## src/hw/rtl/bdu_pkg.sv

```systemverilog
// Shared types and constants of the box downsampler with unpremultiply.
package bdu_pkg;

    localparam int MAX_WIDTH    = 4096;
    localparam int HEIGHT_LIMIT = 16384;
    localparam int COL_W        = $clog2(MAX_WIDTH);
    localparam int ROW_W        = $clog2(HEIGHT_LIMIT);
    localparam int CW_W         = 13;
    localparam int CH_W         = 15;
    localparam int CS_W         = 2;
    localparam int SUM_W        = 22;
    localparam int PIX_W        = 16;
    localparam int NUM_W        = 32;
    localparam int CNT_W        = 7;
    localparam int STEP_W       = 3;

    // register indexes of the configuration port
    localparam logic [1:0] REG_WIDTH  = 2'd0;
    localparam logic [1:0] REG_HEIGHT = 2'd1;
    localparam logic [1:0] REG_SHIFT  = 2'd2;

    // divide steps: four block averages, then three unpremultiplies
    localparam logic [STEP_W-1:0] STEP_ALPHA_AVG = 3'd3;
    localparam logic [STEP_W-1:0] STEP_LAST      = 3'd6;

    typedef enum logic [2:0] {
        ST_IDLE,
        ST_ACC,
        ST_DIV_START,
        ST_DIV_WAIT,
        ST_OUT_LOAD
    } state_t;

    typedef struct packed {
        logic              accept;
        logic              acc;
        logic              div_start;
        logic              capture;
        logic              load_out;
        logic [STEP_W-1:0] step;
    } dp_cmd_t;

    typedef struct packed {
        logic emit;
        logic div_done;
        logic out_free;
    } dp_status_t;

endpackage

```

## src/hw/rtl/bdu_ctrl.sv

```systemverilog
// Controller: sequences accumulate per request, then divide steps and output load when a block closes.
module bdu_ctrl (
    input  logic                clk,
    input  logic                rst_n,
    input  logic                in_valid,
    output logic                in_ready,
    input  bdu_pkg::dp_status_t status,
    output bdu_pkg::dp_cmd_t    cmd
);

    bdu_pkg::state_t             state_reg, state_next;
    logic [bdu_pkg::STEP_W-1:0]  step_reg,  step_next;

    // next state
    always_comb
    begin
        state_next = state_reg;
        step_next  = step_reg;
        unique case (state_reg)
            bdu_pkg::ST_IDLE:
                if (in_valid)
                    state_next = bdu_pkg::ST_ACC;
            bdu_pkg::ST_ACC:
            begin
                step_next  = '0;
                state_next = status.emit ? bdu_pkg::ST_DIV_START : bdu_pkg::ST_IDLE;
            end
            bdu_pkg::ST_DIV_START:
                state_next = bdu_pkg::ST_DIV_WAIT;
            bdu_pkg::ST_DIV_WAIT:
                if (status.div_done)
                begin
                    if (step_reg == bdu_pkg::STEP_LAST)
                        state_next = bdu_pkg::ST_OUT_LOAD;
                    else
                    begin
                        step_next  = step_reg + 1'b1;
                        state_next = bdu_pkg::ST_DIV_START;
                    end
                end
            bdu_pkg::ST_OUT_LOAD:
                if (status.out_free)
                    state_next = bdu_pkg::ST_IDLE;
            default:
                state_next = bdu_pkg::ST_IDLE;
        endcase
    end

    // commands
    always_comb
    begin
        in_ready      = (state_reg == bdu_pkg::ST_IDLE);
        cmd.accept    = (state_reg == bdu_pkg::ST_IDLE) && in_valid;
        cmd.acc       = (state_reg == bdu_pkg::ST_ACC);
        cmd.div_start = (state_reg == bdu_pkg::ST_DIV_START);
        cmd.capture   = (state_reg == bdu_pkg::ST_DIV_WAIT) && status.div_done;
        cmd.load_out  = (state_reg == bdu_pkg::ST_OUT_LOAD) && status.out_free;
        cmd.step      = step_reg;
    end

    always_ff @(posedge clk or negedge rst_n)
    begin
        if (!rst_n)
        begin
            state_reg <= bdu_pkg::ST_IDLE;
            step_reg  <= '0;
        end
        else
        begin
            state_reg <= state_next;
            step_reg  <= step_next;
        end
    end

    a_load_after_last_step: assert property (@(posedge clk) disable iff (!rst_n)
        (state_reg == bdu_pkg::ST_OUT_LOAD) |-> (step_reg == bdu_pkg::STEP_LAST))
        else $error("output load before all divide steps");

    a_div_not_instant: assert property (@(posedge clk) disable iff (!rst_n)
        cmd.div_start |=> !status.div_done)
        else $error("divider finished in one cycle");

    a_done_only_waiting: assert property (@(posedge clk) disable iff (!rst_n)
        status.div_done |-> (state_reg == bdu_pkg::ST_DIV_WAIT))
        else $error("divider finished outside a divide step");

endmodule

```

## config.mk

```make
export PLATFORM = sky130hd
export DESIGN_NAME = bdu_ctrl
export DESIGN_NICKNAME = d
export VERILOG_FILES = /design/src/hw/rtl/bdu_pkg.sv /design/src/hw/rtl/bdu_ctrl.sv
export SDC_FILE = /design/constraint.sdc
export NUM_CORES = 1
export LEC_CHECK = 0
export ABC_AREA = 1
export BUFFER_PORTS_ARGS = -buffer_cell sky130_fd_sc_hd__buf_2
export CELL_PAD_IN_SITES_DETAIL_PLACEMENT = 1
export CELL_PAD_IN_SITES_GLOBAL_PLACEMENT = 1
export CORE_MARGIN = 5
export CORE_UTILIZATION = 32
export CTS_BUF_LIST = sky130_fd_sc_hd__clkbuf_16
export CTS_CLUSTER_SIZE = 10
export DETAILED_ROUTE_END_ITERATION = 10
export HOLD_SLACK_MARGIN = 0.12
export PLACE_DENSITY_LB_ADDON = 0.3
export SYNTH_ARGS = -nofsm -noshare
export SYNTH_HDL_FRONTEND = slang
export SYNTH_SLANG_ARGS = --single-unit
```

## constraint.sdc

```tcl
create_clock -name clk -period 1.6 [get_ports clk]
set_clock_uncertainty 0.1 [all_clocks]
set_input_delay 0.08 -clock clk [delete_from_list [all_inputs] [get_ports clk]]
set_output_delay 0.08 -clock clk [all_outputs]
set_load 0.01 [all_outputs]
```

==> impl_metrics.csv <==
group,metric,value,unit
drt,drt_iter0_markers,3,
global_routing,grt_pass1_wl,1950,um
yosys,yosys_warnings,0,
power,p_per_area,1840,mW/mm^2
sta,hold_viol,0,
global_routing,antenna_found_initial,0,
status,status,"finished clean",
drt,route.detailed.drc,0,
yosys,yosysTopAreaCell,"dfrtp_1",
power,p_total,1150,uW
global_routing,grt_remaining_overflow,0,
drt,wl_per_cell,13.3,um
critical_path,critPathKind,"flop to output pin",
power,irDropWorstVdd,697,uV
global_routing,grt_pass1_vias,435,
drt,dr_total_vias,454,
sta,worst_slack,0.123,ns
drt,dr.pass1.iters,3,
flow_run,maxCapViolations,0,
yosys,synth.most_common_cell,"nand2_1",
sta,tns,0,ns
floorplan,die_y,47.2,um
global_routing,grt_use_total,13.8,%
yosys,ys_top_cells_by_count,"nand2_1, nor2_1, inv_1",
floorplan,die_w,47.2,um
global_routing,grt_max_degree,9,
floorplan,die_area,0.00222,sq mm
layout,final_core_util,48.2,%
yosys,synth_flop_cell,"dfrtp_1",
drt,drt-total-wl,1240,um
placement,dp.final_hpwl,958,um
yosys,yosysTopAreaCellShare,34.0,%
critical_path,critPathRequiredTime,1.42,ns
sta,fin_crit_sh,92.3,%
sta,period_minus_slack,1.48,ns
layout,nets,88,
floorplan,core,0.00130,sq mm
yosys,syn_avg_cell_area,7.49,sq um
yosys,syn_inst,59,
min_path,hold_path_class,"primary input to flop",
layout,area_growth,41.9,%
yosys,synth.net_count,67,
drt,ant_nets,0,
power,leakage,0.000364,uW
sta,max-slew-margin-rel,77.3,%
cts,numCtsBuffers,3,
floorplan,rows,13,
layout,n_antenna_cell,0,
cts,insertion_delay,0.23,ns
placement,pre_cts_slack,0.253,ns
critical_path,start_kind,"flop",
sta,clock.fmax,0.677,GHz
yosys,syn-cell-area,442,sq um
yosys,ys_types,20,
placement,gp_congestion,0.770,
sta,tightest_slew,0.340,ns
critical_path,crit_path_max_fanout,8,
yosys,async_flop_share,100,%
yosys,ys_seq_area_share,34.0,%
sta,finalMaxSlewViolations,0,
cts,root_buffer,"clkbuf_16",
cts,h-tree-depth,1,
cts,cts-resized-gates,0,
cts,clock-sinks,6,
sta,setup_viol,0,
yosys,synth_edf_count,0,
critical_path,cp.arrival,1.30,ns
layout,layout-drive-gt1-share,33.3,%
drt,viasPerCell,4.88,
sta,rsz0062_at_grt,"no",
cts,clk_pin_slew_worst_paths,0.04,ns
yosys,ys_seq_elements,6,
placement,port-buffer-count,14,
cts,cts_buffer_depth,2,
floorplan,io_pins,15,
floorplan,start_util,33.9,%
yosys,netlist_top_cells_area,"dfrtp_1, nand2_1, nor2_1",
critical_path,endpoint_kind,"output pin",
cts,cts_tree,"built",
layout by cell type, fill, tap and decap left out:
cell	n
buf_2	14
nand2_1	11
nor2_1	9
inv_1	7
dfrtp_1	6
nand3_1	5
dlygate4sd3_1	4
nand2_2	3
o21ai_1	3
clkbuf_16	3
nor2_4	2
ha_1	2
inv_4	1
inv_2	1
nor3_1	1
nor4_1	1
o21a_1	1
nand4_2	1
a21oi_2	1
xor2_1	1
nand4_1	1
critical path: stages (launching register included):
cell and delay [ns]:
dfrtp_1 0.53, inv_4 0.09, nor2_4 0.12, nand2_2 0.08
nor2_4 0.10, buf_2 0.13
path summary, 6_finish.rpt:
check                                    startpoint                       end  slack, ns  cells after the start
max                        state_reg[1]$_DFFE_PN0P_                    cmd[4]       0.12                      5
min                                       status[2]  state_reg[1]$_DFFE_PN0P_       0.11                      4
max reg2reg                 step_reg[0]$_DFFE_PN0P_  state_reg[1]$_DFFE_PN0P_       0.25                      6
min reg2reg                 step_reg[1]$_DFFE_PN0P_   step_reg[1]$_DFFE_PN0P_       0.44                      2
max in group asynchronous                     rst_n  state_reg[0]$_DFFE_PN0P_       0.47                      3
min in group asynchronous                     rst_n   step_reg[2]$_DFFE_PN0P_       0.69                      3
power by group:
group | internal, uW | switching, uW | leakage (uW)
logic | 174 | 265 | 0.000253
clock network | 321 | 90.5 | 0.0000370
registers | 206 | 93.0 | 0.0000735
final cells by class:
| type | count | area [sq um] |
|---|---|---|
| Fill cell | 170 | 674 |
| Multi-Input combinational cell | 42 | 236 |
| Sequential cell | 6 | 150 |
| Timing Repair Buffer | 18 | 110 |
| Clock buffer | 3 | 75.1 |
| Inverter | 9 | 36.3 |
| Tap cell | 15 | 18.8 |
cells by family (layout without fill, tap and decap cells):
group           after synthesis  in the layout  synth area share (%)
simple gates                 34             34                  38.8
buf+inv                      11             30                  12.5
flops                         6              6                  34.0
compound gates                5              5                  7.08
fa+ha+maj                     2              2                  5.66
xor+xnor                      1              1                  1.98
what timing repair did:
| action | CTS | global route |
|---|---|---|
| hold endpoints to repair | 8 | 0 |
| hold buffers | 4 | 0 |
| endpoints found under the setup margin | 0 | 0 |
| setup buffers | 0 | 0 |
per-stage QoR:
stage          std cells  hold slack (ns)  cell area (sq um)
2_1_floorplan         59           -0.316                442
3_3_place_gp          86           -0.185                512
3_5_place_dp          86           -0.182                512
4_1_cts               93            0.124                627
5_1_grt               93            0.129                627
6_report              93            0.114                627
routing by layer:
| layer | track usage [%] | wire length (um) | vias up |
|---|---|---|---|
| li1 | - | - | 226 |
| met1 | 16.1 | 531 | 213 |
| met2 | 20.6 | 604 | 11 |
| met3 | 6.13 | 61 | 4 |
| met4 | 8.29 | 37 | 0 |
| met5 | 0 | 0 | - |
(Power assumes the default switching activity.)
